===== config.mk =====
export PLATFORM = sky130hd
export DESIGN_NAME = priority_message_speech_scheduler
export DESIGN_NICKNAME = d
export VERILOG_FILES = /design/src/design/pmss_pkg.sv /design/src/design/pmss_front.sv /design/src/design/pmss_back.sv /design/src/design/priority_message_speech_scheduler.sv
export VERILOG_INCLUDE_DIRS = /design/src /design/src/design
export SDC_FILE = /design/constraint.sdc
export NUM_CORES = 2
export LEC_CHECK = 0
export BUFFER_PORTS_ARGS = -buffer_cell sky130_fd_sc_hd__buf_2
export CAP_MARGIN = 20
export CORE_ASPECT_RATIO = 0.8
export CORE_MARGIN = 10
export CORE_UTILIZATION = 54
export DETAILED_ROUTE_END_ITERATION = 10
export HOLD_SLACK_MARGIN = 0.02
export PLACE_DENSITY = 0.69
export SLEW_MARGIN = 20
export SYNTH_ARGS = -nofsm -noshare
export SYNTH_HDL_FRONTEND = slang
export SYNTH_SLANG_ARGS = --single-unit

===== constraint.sdc =====
create_clock -name clk -period 9.7 [get_ports clk]
set_clock_uncertainty 0.05 [all_clocks]
set_input_delay 0 -clock clk [delete_from_list [all_inputs] [get_ports clk]]
set_output_delay 0 -clock clk [all_outputs]
set_load 0.1 [all_outputs]

===== src/design/priority_message_speech_scheduler_assert.svh =====
// Assertion macros shared by the speech scheduler RTL.
// Needs nothing else; simulation builds get checks, synthesis gets empty bodies.
`ifndef PRIORITY_MESSAGE_SPEECH_SCHEDULER_ASSERT_SVH
`define PRIORITY_MESSAGE_SPEECH_SCHEDULER_ASSERT_SVH

`ifndef SYNTHESIS
// Same-cycle implication, checked out of reset.
`define PMSS_ASSERT_IMPLY(lbl, clk, rst_n, ante, cons) \
  lbl: assert property (@(posedge clk) disable iff (!rst_n) (ante) |-> (cons)) \
    else $error("pmss check failed");
// Next-cycle implication, checked out of reset.
`define PMSS_ASSERT_NEXT(lbl, clk, rst_n, ante, cons) \
  lbl: assert property (@(posedge clk) disable iff (!rst_n) (ante) |=> (cons)) \
    else $error("pmss check failed");
`else
`define PMSS_ASSERT_IMPLY(lbl, clk, rst_n, ante, cons)
`define PMSS_ASSERT_NEXT(lbl, clk, rst_n, ante, cons)
`endif

`endif


===== src/design/pmss_pkg.sv =====
// Shared types, widths and codes for the priority message speech scheduler.
// No dependencies; imported by every module of the block.
`timescale 1ns / 1ps
`default_nettype none

package pmss_pkg;

  // Sizes
  localparam int DEF_QUEUE_DEPTH = 8;
  localparam int NUM_LEVELS      = 4;
  localparam int LVL_IDX_W       = $clog2(NUM_LEVELS);
  localparam int LOW_FLUSH_ABOVE = 3;
  localparam int CMD_Q_DEPTH     = 2;

  // Field widths
  localparam int LEVEL_W   = 3;
  localparam int HANDLE_W  = 16;
  localparam int LENGTH_W  = 10;
  localparam int ELAPSED_W = 20;
  localparam int ENTRY_W   = LENGTH_W + HANDLE_W;
  localparam int UPC_W     = 16;
  localparam int GAP_W     = 24;
  localparam int REMAIN_W  = 28;
  localparam int PAUSE_W   = 25;
  localparam int PEND_W    = 6;

  // Configuration port
  localparam int CFG_IDX_W  = 2;
  localparam int CFG_DATA_W = 24;
  localparam logic [CFG_IDX_W-1:0] REG_US_PER_CHAR = 2'd0;
  localparam logic [CFG_IDX_W-1:0] REG_PAUSE_GAP   = 2'd1;
  localparam logic [UPC_W-1:0] UPC_RESET = 16'd62500;
  localparam logic [GAP_W-1:0] GAP_RESET = 24'd1000000;

  // Request opcodes
  localparam logic OP_ENQUEUE = 1'b0;
  localparam logic OP_TICK    = 1'b1;

  typedef enum logic [1:0] {
    STAT_ACCEPTED  = 2'd0,
    STAT_BAD_LEVEL = 2'd1,
    STAT_FULL      = 2'd2,
    STAT_TICK_DONE = 2'd3
  } status_t;

  typedef enum logic [1:0] {
    CMD_ENQ       = 2'd0,
    CMD_BAD_LEVEL = 2'd1,
    CMD_TICK      = 2'd2
  } cmd_kind_t;

  typedef struct packed {
    logic                 op;
    logic [LEVEL_W-1:0]   level;
    logic [HANDLE_W-1:0]  msg_handle;
    logic [LENGTH_W-1:0]  msg_length;
    logic [ELAPSED_W-1:0] elapsed_us;
  } in_item_t;

  typedef struct packed {
    status_t             status;
    logic                started;
    logic [HANDLE_W-1:0] started_handle;
    logic [LEVEL_W-1:0]  started_level;
    logic                speaking;
    logic                paused;
    logic [PEND_W-1:0]   pending_total;
  } out_item_t;

  // Classified request handed from front to back
  typedef struct packed {
    cmd_kind_t            kind;
    logic [LVL_IDX_W-1:0] q;
    logic [HANDLE_W-1:0]  msg_handle;
    logic [LENGTH_W-1:0]  msg_length;
    logic [ELAPSED_W-1:0] elapsed_us;
  } cmd_t;

endpackage

`default_nettype wire


===== src/design/pmss_front.sv =====
// Front end: accepts requests, classifies them and buffers them in a short queue.
// Depends on pmss_pkg.
`timescale 1ns / 1ps
`default_nettype none

module pmss_front import pmss_pkg::*; (
  input  logic     clk,
  input  logic     rst_n,
  input  logic     in_valid,
  output logic     in_ready,
  input  in_item_t in_data,
  output logic     cmd_valid,
  output cmd_t     cmd,
  input  logic     cmd_pop
);

  localparam int PTR_W  = (CMD_Q_DEPTH > 1) ? $clog2(CMD_Q_DEPTH) : 1;
  localparam int FILL_W = $clog2(CMD_Q_DEPTH + 1);

  cmd_t              q_mem [CMD_Q_DEPTH];
  logic [PTR_W-1:0]  wr_ptr_r, wr_ptr_nxt;
  logic [PTR_W-1:0]  rd_ptr_r, rd_ptr_nxt;
  logic [FILL_W-1:0] fill_r, fill_nxt;
  cmd_t              cls;
  logic              push;
  logic              pop;

  // Classify the incoming request
  always_comb begin
    cls.q          = '0;
    cls.msg_handle = in_data.msg_handle;
    cls.msg_length = in_data.msg_length;
    cls.elapsed_us = in_data.elapsed_us;
    if (in_data.op == OP_TICK) begin
      cls.kind = CMD_TICK;
    end else if (in_data.level != '0 && in_data.level <= LEVEL_W'(NUM_LEVELS)) begin
      cls.kind = CMD_ENQ;
      cls.q    = LVL_IDX_W'(in_data.level - LEVEL_W'(1));
    end else begin
      cls.kind = CMD_BAD_LEVEL;
    end
  end

  assign in_ready  = (fill_r != FILL_W'(CMD_Q_DEPTH));
  assign push      = in_valid && in_ready;
  assign pop       = cmd_pop && cmd_valid;
  assign cmd_valid = (fill_r != '0);
  assign cmd       = q_mem[rd_ptr_r];

  // Pointer and fill bookkeeping
  always_comb begin
    wr_ptr_nxt = wr_ptr_r;
    rd_ptr_nxt = rd_ptr_r;
    fill_nxt   = fill_r;
    if (push) begin
      wr_ptr_nxt = (wr_ptr_r == PTR_W'(CMD_Q_DEPTH - 1)) ? '0 : wr_ptr_r + PTR_W'(1);
    end
    if (pop) begin
      rd_ptr_nxt = (rd_ptr_r == PTR_W'(CMD_Q_DEPTH - 1)) ? '0 : rd_ptr_r + PTR_W'(1);
    end
    if (push && !pop) begin
      fill_nxt = fill_r + FILL_W'(1);
    end else if (pop && !push) begin
      fill_nxt = fill_r - FILL_W'(1);
    end
  end

  always_ff @(posedge clk) begin
    if (!rst_n) begin
      wr_ptr_r <= '0;
      rd_ptr_r <= '0;
      fill_r   <= '0;
    end else begin
      wr_ptr_r <= wr_ptr_nxt;
      rd_ptr_r <= rd_ptr_nxt;
      fill_r   <= fill_nxt;
    end
  end

  // Queue payload, no reset
  always_ff @(posedge clk) begin
    if (push) begin
      q_mem[wr_ptr_r] <= cls;
    end
  end

endmodule

`default_nettype wire


===== src/design/pmss_back.sv =====
// Back end: message store, per-level FIFO pointers, speech/pause timers, config.
// Depends on pmss_pkg and the assertion macro header.
`timescale 1ns / 1ps
`default_nettype none
`include "priority_message_speech_scheduler_assert.svh"

module pmss_back import pmss_pkg::*; #(
  parameter int QUEUE_DEPTH = DEF_QUEUE_DEPTH
) (
  input  logic                  clk,
  input  logic                  rst_n,
  input  logic                  cmd_valid,
  input  cmd_t                  cmd,
  output logic                  cmd_pop,
  input  logic                  out_free,
  output logic                  res_valid,
  output out_item_t             res,
  input  logic                  cfg_valid,
  input  logic [CFG_IDX_W-1:0]  cfg_index,
  input  logic [CFG_DATA_W-1:0] cfg_data
);

  localparam int SLOT_W      = $clog2(QUEUE_DEPTH);
  localparam int CNT_W       = $clog2(QUEUE_DEPTH + 1);
  localparam int SUM_W       = SLOT_W + 1;
  localparam int STORE_DEPTH = NUM_LEVELS * QUEUE_DEPTH;
  localparam int ADDR_W      = $clog2(STORE_DEPTH);

  typedef enum logic {S_IDLE, S_POP} bk_state_t;

  bk_state_t            state_r, state_nxt;
  logic [SLOT_W-1:0]    head_r [NUM_LEVELS];
  logic [SLOT_W-1:0]    head_nxt [NUM_LEVELS];
  logic [CNT_W-1:0]     cnt_r [NUM_LEVELS];
  logic [CNT_W-1:0]     cnt_nxt [NUM_LEVELS];
  logic                 ready_r, ready_nxt;
  logic                 speaking_r, speaking_nxt;
  logic                 paused_r, paused_nxt;
  logic [REMAIN_W-1:0]  remain_r, remain_nxt;
  logic [PAUSE_W-1:0]   pause_el_r, pause_el_nxt;
  logic [LVL_IDX_W-1:0] pop_q_r, pop_q_nxt;
  logic [UPC_W-1:0]     upc_r;
  logic [GAP_W-1:0]     gap_r;

  // Message store
  logic [ENTRY_W-1:0]   store_mem [STORE_DEPTH];
  logic [ENTRY_W-1:0]   rd_data_r;
  logic [ADDR_W-1:0]    rd_addr;
  logic [ADDR_W-1:0]    wr_addr;
  logic                 wr_en;

  // Working signals
  logic                 take;
  logic                 tick_pop;
  logic                 found;
  logic [LVL_IDX_W-1:0] sel_q;
  logic [SUM_W-1:0]     slot_sum;
  logic [SLOT_W-1:0]    wr_slot;
  logic [PAUSE_W:0]     pause_sum;
  logic [ELAPSED_W-1:0] dt;
  logic [ENTRY_W-1:0]   prod;
  logic [CNT_W-1:0]     left_cnt;
  logic [PEND_W-1:0]    pend;
  logic                 cnt_ok;

  assign take    = (state_r == S_IDLE) && cmd_valid && out_free;
  assign cmd_pop = take;
  assign dt      = cmd.elapsed_us;
  assign prod    = ENTRY_W'(rd_data_r[ENTRY_W-1:HANDLE_W] * upc_r);

  // Highest non-empty level
  always_comb begin
    found = 1'b0;
    sel_q = '0;
    for (int i = 0; i < NUM_LEVELS; i++) begin
      if (cnt_r[i] != '0) begin
        found = 1'b1;
        sel_q = LVL_IDX_W'(i);
      end
    end
  end

  // Tail slot of the addressed level
  always_comb begin
    slot_sum = SUM_W'(head_r[cmd.q]) + SUM_W'(cnt_r[cmd.q]);
    if (slot_sum >= SUM_W'(QUEUE_DEPTH)) begin
      wr_slot = SLOT_W'(slot_sum - SUM_W'(QUEUE_DEPTH));
    end else begin
      wr_slot = SLOT_W'(slot_sum);
    end
  end

  // Next-state logic for one request
  always_comb begin
    state_nxt    = state_r;
    head_nxt     = head_r;
    cnt_nxt      = cnt_r;
    ready_nxt    = ready_r;
    speaking_nxt = speaking_r;
    paused_nxt   = paused_r;
    remain_nxt   = remain_r;
    pause_el_nxt = pause_el_r;
    pop_q_nxt    = pop_q_r;
    wr_en        = 1'b0;
    wr_addr      = ADDR_W'(cmd.q * QUEUE_DEPTH) + ADDR_W'(wr_slot);
    rd_addr      = ADDR_W'(sel_q * QUEUE_DEPTH) + ADDR_W'(head_r[sel_q]);
    res_valid    = 1'b0;
    res.status         = STAT_TICK_DONE;
    res.started        = 1'b0;
    res.started_handle = '0;
    res.started_level  = '0;
    tick_pop     = 1'b0;
    pause_sum    = '0;
    left_cnt     = cnt_r[sel_q] - CNT_W'(1);

    unique case (state_r)
      S_IDLE: begin
        if (take) begin
          unique case (cmd.kind)
            CMD_ENQ: begin
              res_valid = 1'b1;
              if (cnt_r[cmd.q] >= CNT_W'(QUEUE_DEPTH)) begin
                res.status = STAT_FULL;
              end else begin
                res.status       = STAT_ACCEPTED;
                wr_en            = 1'b1;
                cnt_nxt[cmd.q]   = cnt_r[cmd.q] + CNT_W'(1);
              end
            end
            CMD_TICK: begin
              // Silence gap, saturating timer
              if (paused_r) begin
                pause_sum    = (PAUSE_W + 1)'(pause_el_r) + (PAUSE_W + 1)'(dt);
                pause_el_nxt = pause_sum[PAUSE_W] ? '1 : pause_sum[PAUSE_W-1:0];
                if (pause_el_nxt > PAUSE_W'(gap_r)) begin
                  paused_nxt = 1'b0;
                end
              end
              // Ready message starts speaking
              if (ready_r) begin
                speaking_nxt = 1'b1;
                ready_nxt    = 1'b0;
              end
              if (speaking_nxt) begin
                if (REMAIN_W'(dt) > remain_r) begin
                  remain_nxt   = '0;
                  speaking_nxt = 1'b0;
                  paused_nxt   = 1'b1;
                  pause_el_nxt = '0;
                end else begin
                  remain_nxt = remain_r - REMAIN_W'(dt);
                end
              end else if (!paused_nxt && found) begin
                // Pop the front message; its time is set once the store read lands
                tick_pop          = 1'b1;
                ready_nxt         = 1'b1;
                pop_q_nxt         = sel_q;
                head_nxt[sel_q]   = (head_r[sel_q] == SLOT_W'(QUEUE_DEPTH - 1)) ?
                                    '0 : head_r[sel_q] + SLOT_W'(1);
                cnt_nxt[sel_q]    = left_cnt;
                if (sel_q == '0 && left_cnt > CNT_W'(LOW_FLUSH_ABOVE)) begin
                  cnt_nxt[sel_q] = '0;
                end
                state_nxt = S_POP;
              end
              res_valid = !tick_pop;
            end
            default: begin
              res_valid  = 1'b1;
              res.status = STAT_BAD_LEVEL;
            end
          endcase
        end
      end
      S_POP: begin
        remain_nxt         = REMAIN_W'(prod);
        res_valid          = 1'b1;
        res.started        = 1'b1;
        res.started_handle = rd_data_r[HANDLE_W-1:0];
        res.started_level  = LEVEL_W'(pop_q_r) + LEVEL_W'(1);
        state_nxt          = S_IDLE;
      end
      default: begin
        state_nxt = S_IDLE;
      end
    endcase

    // Flags and pending count after the request
    pend = '0;
    for (int i = 0; i < NUM_LEVELS; i++) begin
      pend = pend + PEND_W'(cnt_nxt[i]);
    end
    res.speaking      = speaking_nxt;
    res.paused        = paused_nxt;
    res.pending_total = pend;
  end

  // State and control registers
  always_ff @(posedge clk) begin
    if (!rst_n) begin
      state_r    <= S_IDLE;
      head_r     <= '{default: '0};
      cnt_r      <= '{default: '0};
      ready_r    <= 1'b0;
      speaking_r <= 1'b0;
      paused_r   <= 1'b0;
      remain_r   <= '0;
      pause_el_r <= '0;
      pop_q_r    <= '0;
    end else begin
      state_r    <= state_nxt;
      head_r     <= head_nxt;
      cnt_r      <= cnt_nxt;
      ready_r    <= ready_nxt;
      speaking_r <= speaking_nxt;
      paused_r   <= paused_nxt;
      remain_r   <= remain_nxt;
      pause_el_r <= pause_el_nxt;
      pop_q_r    <= pop_q_nxt;
    end
  end

  // Configuration registers
  always_ff @(posedge clk) begin
    if (!rst_n) begin
      upc_r <= UPC_RESET;
      gap_r <= GAP_RESET;
    end else if (cfg_valid) begin
      unique case (cfg_index)
        REG_US_PER_CHAR: upc_r <= cfg_data[UPC_W-1:0];
        REG_PAUSE_GAP:   gap_r <= cfg_data[GAP_W-1:0];
        default: begin
        end
      endcase
    end
  end

  // Store: one write port, one registered read port
  always_ff @(posedge clk) begin
    if (wr_en) begin
      store_mem[wr_addr] <= {cmd.msg_length, cmd.msg_handle};
    end
    rd_data_r <= store_mem[rd_addr];
  end

  // Every level count stays within the queue depth
  always_comb begin
    cnt_ok = 1'b1;
    for (int i = 0; i < NUM_LEVELS; i++) begin
      if (cnt_r[i] > CNT_W'(QUEUE_DEPTH)) begin
        cnt_ok = 1'b0;
      end
    end
  end

  // Checks
  `PMSS_ASSERT_IMPLY(a_res_slot_free, clk, rst_n, res_valid, out_free)
  `PMSS_ASSERT_IMPLY(a_ready_not_speaking, clk, rst_n, 1'b1, !(ready_r && speaking_r))
  `PMSS_ASSERT_IMPLY(a_pop_reports_start, clk, rst_n, state_r == S_POP, res_valid && res.started)
  `PMSS_ASSERT_NEXT(a_pop_sets_ready, clk, rst_n, take && tick_pop, state_r == S_POP && ready_r)
  `PMSS_ASSERT_IMPLY(a_count_bound, clk, rst_n, 1'b1, cnt_ok)

endmodule

`default_nettype wire


===== src/design/priority_message_speech_scheduler.sv =====
// Top level of the priority message speech scheduler: front, back and result register.
// Depends on pmss_pkg, pmss_front and pmss_back.
//
//   channel  direction  handshake              payload
//   in_      input      in_valid / in_ready    in_data   (in_item_t)
//   out_     output     out_valid / out_ready  out_data  (out_item_t)
//   cfg_     input      cfg_valid / cfg_ready  cfg_index, cfg_data
//
// Enqueue requests and ticks that start nothing are answered from S_IDLE; a tick
// that starts a message also passes S_POP (store read, then length times us_per_char).
// The front takes a request every cycle while its two-entry queue has room.
// Reset is synchronous; queues come up empty, timers and flags clear.
// The back end stalls while the result register holds an untaken result, and in S_POP.
`timescale 1ns / 1ps
`default_nettype none

module priority_message_speech_scheduler import pmss_pkg::*; #(
  parameter int QUEUE_DEPTH = DEF_QUEUE_DEPTH
) (
  input  logic                  clk,
  input  logic                  rst_n,
  input  logic                  in_valid,
  output logic                  in_ready,
  input  in_item_t              in_data,
  output logic                  out_valid,
  input  logic                  out_ready,
  output out_item_t             out_data,
  input  logic                  cfg_valid,
  output logic                  cfg_ready,
  input  logic [CFG_IDX_W-1:0]  cfg_index,
  input  logic [CFG_DATA_W-1:0] cfg_data
);

  logic      cmd_valid;
  cmd_t      cmd;
  logic      cmd_pop;
  logic      out_free;
  logic      res_valid;
  out_item_t res;
  logic      out_valid_r;
  out_item_t out_data_r;

  pmss_front u_front (
    .clk       (clk),
    .rst_n     (rst_n),
    .in_valid  (in_valid),
    .in_ready  (in_ready),
    .in_data   (in_data),
    .cmd_valid (cmd_valid),
    .cmd       (cmd),
    .cmd_pop   (cmd_pop)
  );

  pmss_back #(
    .QUEUE_DEPTH (QUEUE_DEPTH)
  ) u_back (
    .clk       (clk),
    .rst_n     (rst_n),
    .cmd_valid (cmd_valid),
    .cmd       (cmd),
    .cmd_pop   (cmd_pop),
    .out_free  (out_free),
    .res_valid (res_valid),
    .res       (res),
    .cfg_valid (cfg_valid),
    .cfg_index (cfg_index),
    .cfg_data  (cfg_data)
  );

  // Config writes are always accepted and land immediately; unused indexes are ignored
  assign cfg_ready = 1'b1;

  // Result register
  assign out_free  = !out_valid_r || out_ready;
  assign out_valid = out_valid_r;
  assign out_data  = out_data_r;

  always_ff @(posedge clk) begin
    if (!rst_n) begin
      out_valid_r <= 1'b0;
    end else if (res_valid) begin
      out_valid_r <= 1'b1;
    end else if (out_ready) begin
      out_valid_r <= 1'b0;
    end
  end

  always_ff @(posedge clk) begin
    if (res_valid) begin
      out_data_r <= res;
    end
  end

endmodule

`default_nettype wire

-- After elaboration in Yosys (flattened, before gate mapping)
Memories as Yosys holds them, arrays and structs flattened. A register that Yosys moved wholly into a read port is not among the register bits.
Cells that the tools add are included.
- reduce and logical (&&, ||, !) cells: 34
- multiply operators: 1
- mux-type cells: 99
- add/subtract/negate cells: 18
- order comparisons: 10
- equality and inequality tests: 7
- bitwise logic cells: 7
- operators by type and width (cell ; number):
    28-bit two-way mux ; 4
    25-bit two-way mux ; 4
    16-bit two-way mux ; 6
    28-bit one-hot mux with 2 select lines ; 1
    1-bit two-way mux ; 48
    16-bit bitwise mux ; 2
    16-bit one-hot mux with 2 select lines ; 1
    20-bit by 28-bit greater-than comparator with 1-bit output ; 1
    28-bit by 20-bit subtractor with 28-bit output ; 1
    25-bit by 20-bit adder with 26-bit output ; 1
    10-bit by 16-bit multiplier with 26-bit output ; 1
    25-bit by 24-bit greater-than comparator with 1-bit output ; 1
    4-bit two-way mux ; 6
    3-bit two-way mux ; 7
    20-bit two-way mux ; 1
    16-bit AND ; 1
    4-bit binary-select mux with 2-bit select ; 2
    4-bit demux with 2-bit select ; 2
    2-bit two-way mux ; 8
    16-bit NOT ; 1
    4-bit nonzero test ; 4
    6-bit by 4-bit adder with 6-bit output ; 2
    3-bit binary-select mux with 2-bit select ; 2
    12-bit bitwise mux ; 1
    35 further kinds ; 68
- word-level logic and storage cells: 206
- memories kept: 2
- RAM bits: 932
- output and inout port bits: 33
- register bits after elaboration: 162
- memories (memory ; words ; bits a word ; rd ports ; clocked after memory_dff ; write ports ; line ; source):
    u_back.store_mem ; 32 ; 26 ; 1 ; 1 ; 1 ; pmss_back.sv:46 ; logic [ENTRY_W-1:0] store_mem [STORE_DEPTH];
    u_front.q_mem ; 2 ; 50 ; 1 ; 1 ; 1 ; pmss_front.sv:20 ; cmd_t q_mem [CMD_Q_DEPTH];

-- Depth between registers and ports, before layout
- word-level depth: 20
- depth in mapped cells: 37

-- Modules after synthesis
Synthesis repeated with hierarchy kept, for this count alone.
- cell total of the unflattened synthesis: 4008
- area total of the unflattened synthesis: 51956.1 um^2
- modules (own cells, without submodules) (module ; times used ; cells an instance ; area each (um^2)):
    pmss_back ; 1 ; 3785 ; 47112.7
    pmss_front ; 1 ; 187 ; 3882.5
    priority_message_speech_scheduler ; 1 ; 36 ; 960.9

-- Worst setup path before layout
OpenSTA, ideal clock, no wires.
- path type: register -> register
- start: register with a tool-made name
- end: register out_data_r, in the netlist out_data[5] (data pin)
- data arrival time: 8.090 ns
- required time: 9.393 ns
- cell stages (with the launch flop): 36
- period minus slack after synthesis: 8.397 ns
- path slack: 1.303 ns
- cell sequence: dfxtp_1 buf_2 buf_1 clkbuf_1 mux2i_1 inv_1 ha_1 clkbuf_1 o21a_1 o211a_1 a221oi_1 nand3_1 a221o_1 nor2b_1 or2_2 ha_1 nand4_1 or4_1 nor4_2 o21ba_2 o31ai_2 o31ai_2 buf_4 and2_1 and3_1 nor4_1 ha_1 a21o_1 a21oi_1 xor2_1 fa_1 inv_1 ha_1 nor2b_1 o21ai_0 nand2b_1
- RTL lines (item ; line ; source):
    to (signal assigned) ; priority_message_speech_scheduler.sv:90 ; out_data_r <= res;
    to (decl) ; priority_message_speech_scheduler.sv:41 ; out_item_t out_data_r;

==> results.md <==
- Setup TNS: 0 ps
- Clock-pin slew on the worst setup and hold paths: about 70 ps
- DR vias: between 30000 and 40000
- Critical path class: reg2reg
- Met2 wire length: about 60 mm
- Placed inst area: approximately 53000 µm²
- Syn Inst Count: 4123
- Placer congestion estimate: roughly 0.96
- Worst vdd ir: a little under 0.6 mV
- Synth top area share: 55.9%
- Area leader, netlist: edfxtp_1
- WL met3: approximately 15 mm
- Nets: 4678
- CP Data Arrival Time: between 9000 and 10000 ps
- H-Tree Depth: 3
- CP max stage delay: roughly 800 ps
- GRT Resource Usage Total: about 25%
- Syn avg cell area: between 10 and 15 µm²
- DRT iter0 DRCs: between 4000 and 5000
- Routed wire length: 139 mm
- Worst Tran Pin Value: 1110 ps
- CTS tree: yes
- Slowest CP cell: dfxtp_2
- # setup viols final: 0
- Tcrit/Tclk final: between 90% and 100%
- Buffers added on ports: between 100 and 150
- Req. time, crit path: ~10000 ps
- Reg2reg setup slack: 750 ps
- Post-synthesis cell area: about 52000 µm²
- Wl on met1: slightly above 60 mm
- Final Hold Fails: 0
- Crit end category: register
- GR Overflow Total: 0
- Synth unique cells: 94
- I/O pin count: between 100 and 150
- Number of synthesized flops with an enable pin: 962
- Commonest non-fill, non-tap cell in the layout: edfxtp_1
- Detailed placer's ending HPWL: around 86 mm
- Worst Hold Class: in2reg
- Die extent in y: 297 µm
- Num CTS Buffers: 105
- DIE AREA: between 100000 and 150000 µm²
- Vias in the first global route: roughly 33000
- DRT Pass-1 Iters: 6
- Synth Net Count: approximately 4500
- Max layer used: met4
- FMAX: roughly 0.11 GHz
- Crit path time final: just under 9000 ps
- Max-Cap Viols: 0
- Core box area: 94900 µm²
- Final routed DRC violation total: 0
- Int Power: ~11 mW
- FP Rows: between 100 and 150
- Worst-Skew Late Latency: 680 ps
- Clock sinks: 1121
- Global-route wire length before repair: around 210 mm
- Status: finished, final reports clean
- Post-synth ARST share: 0%
- Die span in x: between 300 and 400 µm
- CTS max path bufs: 3
- Switching fraction of total power: 43.2%
- Layout area overhead: 12.8%
- Root Buffer: clkbuf_16
- Leak: around 21 nW
- Register share of total power: 31.4%
- Drt wl/cell: 24.3 µm
- Avg Vias per Cell: 6.05
- ANT nets after route: 0
- Crit path max fanout: 21
- Synth area leaders: edfxtp_1 56%, nand2_1 6.4%, dfxtp_1 6.2%
- Slew headroom: a little under a quarter
- Unrepaired setup endpoints after global routing: false
- Most frequent cells in the layout: 962 x edfxtp_1, 874 x nand2_1, 292 x a21oi_1, 186 x inv_1, 157 x dlygate4sd3_1
- Last element of the critical path: out_data[5]
- Initial Utilization: between 50% and 60%
- Clk pwr share: 19.4%
- Initial antenna violation count: 3
- Worst Setup Start Kind: register
- Pin count of the biggest net entering global routing: roughly 150
- Pwr Density: ~340 nW/µm²
- Hold path cells: 2
- R2r endpoint: out_data[5]
- Psw: 8.59 mW
- Main synth FF type: edfxtp_1
- Postcts setup bufs: 0
- Synthesis Warnings: 0
- Sequential cell area fraction in the yosys report: 62.0%
- Design area: between 50000 and 60000 µm²
- Cells on worst reg2reg path: 32
- Combinational share of power: slightly below 50%
- Synth Register Bits: approximately 1100
- Final Max Tran Viols: 0
- Layout cells sized above 1: between 10% and 20%
==> timing repair <==
item,in CTS,in global routing
endpoints found under the hold margin,170,0
resized for setup,0,0
hold buffers,157,0
==> Yosys cell counts (all sizes together) (10+ instances only) <==
library cell,n
and2,101
or3,17
o211ai,19
nand2b,14
nor3,35
a22oi,49
xor2,27
xnor2,39
buf,92
nand4,10
o21ai,70
o31ai,11
a31oi,41
nand2,879
and3,17
dfxtp,159
edfxtp,962
mux4,59
a21o,24
nor2b,39
a21oi,294
a211oi,51
nand3,89
ha,141
fa,119
a221oi,15
a2111oi,29
a311oi,30
mux2,30
o2111ai,27
mux2i,35
inv,189
nor2,135
clkbuf,119
o21a,15
nor4,38
==> how the worst min path moves through the flow <==
| stage | from | endpoint | slack (ps) |
|---|---|---|---|
| final | in_data[14] | u_front.q_mem[1][14] | 50 |
| after global placement | in_data[20] | u_front.q_mem[0][20] | 140 |
| after detailed placement | in_data[22] | u_front.q_mem[1][22] | 140 |
| after floorplan | in_data[0] | u_front.q_mem[0][0] | 50 |
| after CTS | in_data[34] | u_front.q_mem[0][34] | 20 |
| after global routing | in_data[14] | u_front.q_mem[1][14] | 50 |
==> state kept, by name, indices dropped and copies added (netlist names), 2 cells and up, named ones only <==
register,count
u_back.store_mem,832
u_back.pause_el_r,25
u_back.rd_data_r,26
u_back.remain_r,28
u_back.gap_r,24
u_back.upc_r,16
u_back.cnt_r,16
out_data,30
u_back.pop_q_r,2
u_back.head_r,12
u_front.fill_r,2
u_front.q_mem,100
==> critical path: cells and delay by family (launching register included) <==
kind                     cells  cell delay, ps
multiplexers                 1             330
flip-flops                   1             800
AO/OA/AOI/OAI                9            2550
buffers and inverters        5             590
adder cells (fa/ha/maj)      7            2300
AND/OR/NAND/NOR             10            2160
==> layout make-up <==
type / count / area, µm²
Fill cell: 7139 / 36600
Sequential cell: 1121 / 32100
Multi-Input combinational cell: 2602 / 18200
Clock buffer: 140 / 2790
Timing Repair Buffer: 318 / 2600
Tap cell: 1287 / 1610
Inverter: 189 / 717
Clock inverter: 50 / 368
Antenna cell: 1 / 2.50
==> logic make-up (layout without fill, tap and decap cells) <==
logic type      after synthesis  count (layout)  synth area share [%]
compound gates              745             745                  9.54
flops                      1121            1121                  62.0
other cells                   1               2               0.00726
mux                         124             124                  3.93
fa+ha+maj                   260             260                  8.02
xor+xnor                     66              66                  1.12
buf+inv                     400             697                  3.27
simple gates               1406            1406                  12.1
==> metrics by stage <==
step                      util [%]  std cells  hold WS (ps)  total power [mW]  setup WS [ps]
after floorplan                  -       4123          48.9              13.1           1300
after global placement        56.4       5357           138              15.8           1110
after detailed placement      56.4       5357           141              15.9            920
after CTS                     61.4       5704          22.2              19.8            873
after global routing          61.5       5708          54.8              21.2            116
final                         61.5       5708          52.4              19.9            752
==> power groups by stage <==
stage               clock network, mW  logic [mW]  registers (mW)
floorplan                           0        6.53            6.62
global placement                    0        9.46            6.33
detailed placement                  0        9.54            6.33
CTS                              3.90        9.68            6.23
global route                     4.10        10.8            6.27
finish                           3.87        9.79            6.24
==> routing by layer <==
| layer | vias up | track usage (%) |
|---|---|---|
| met1 | 17200 | 38.4 |
| met3 | 173 | 6.26 |
| met2 | 1774 | 35.2 |
| met4 | 0 | 5.22 |
| met5 | - | 0 |
| li1 | 15400 | - |
Note: power is estimated with default switching activity, not from simulation.
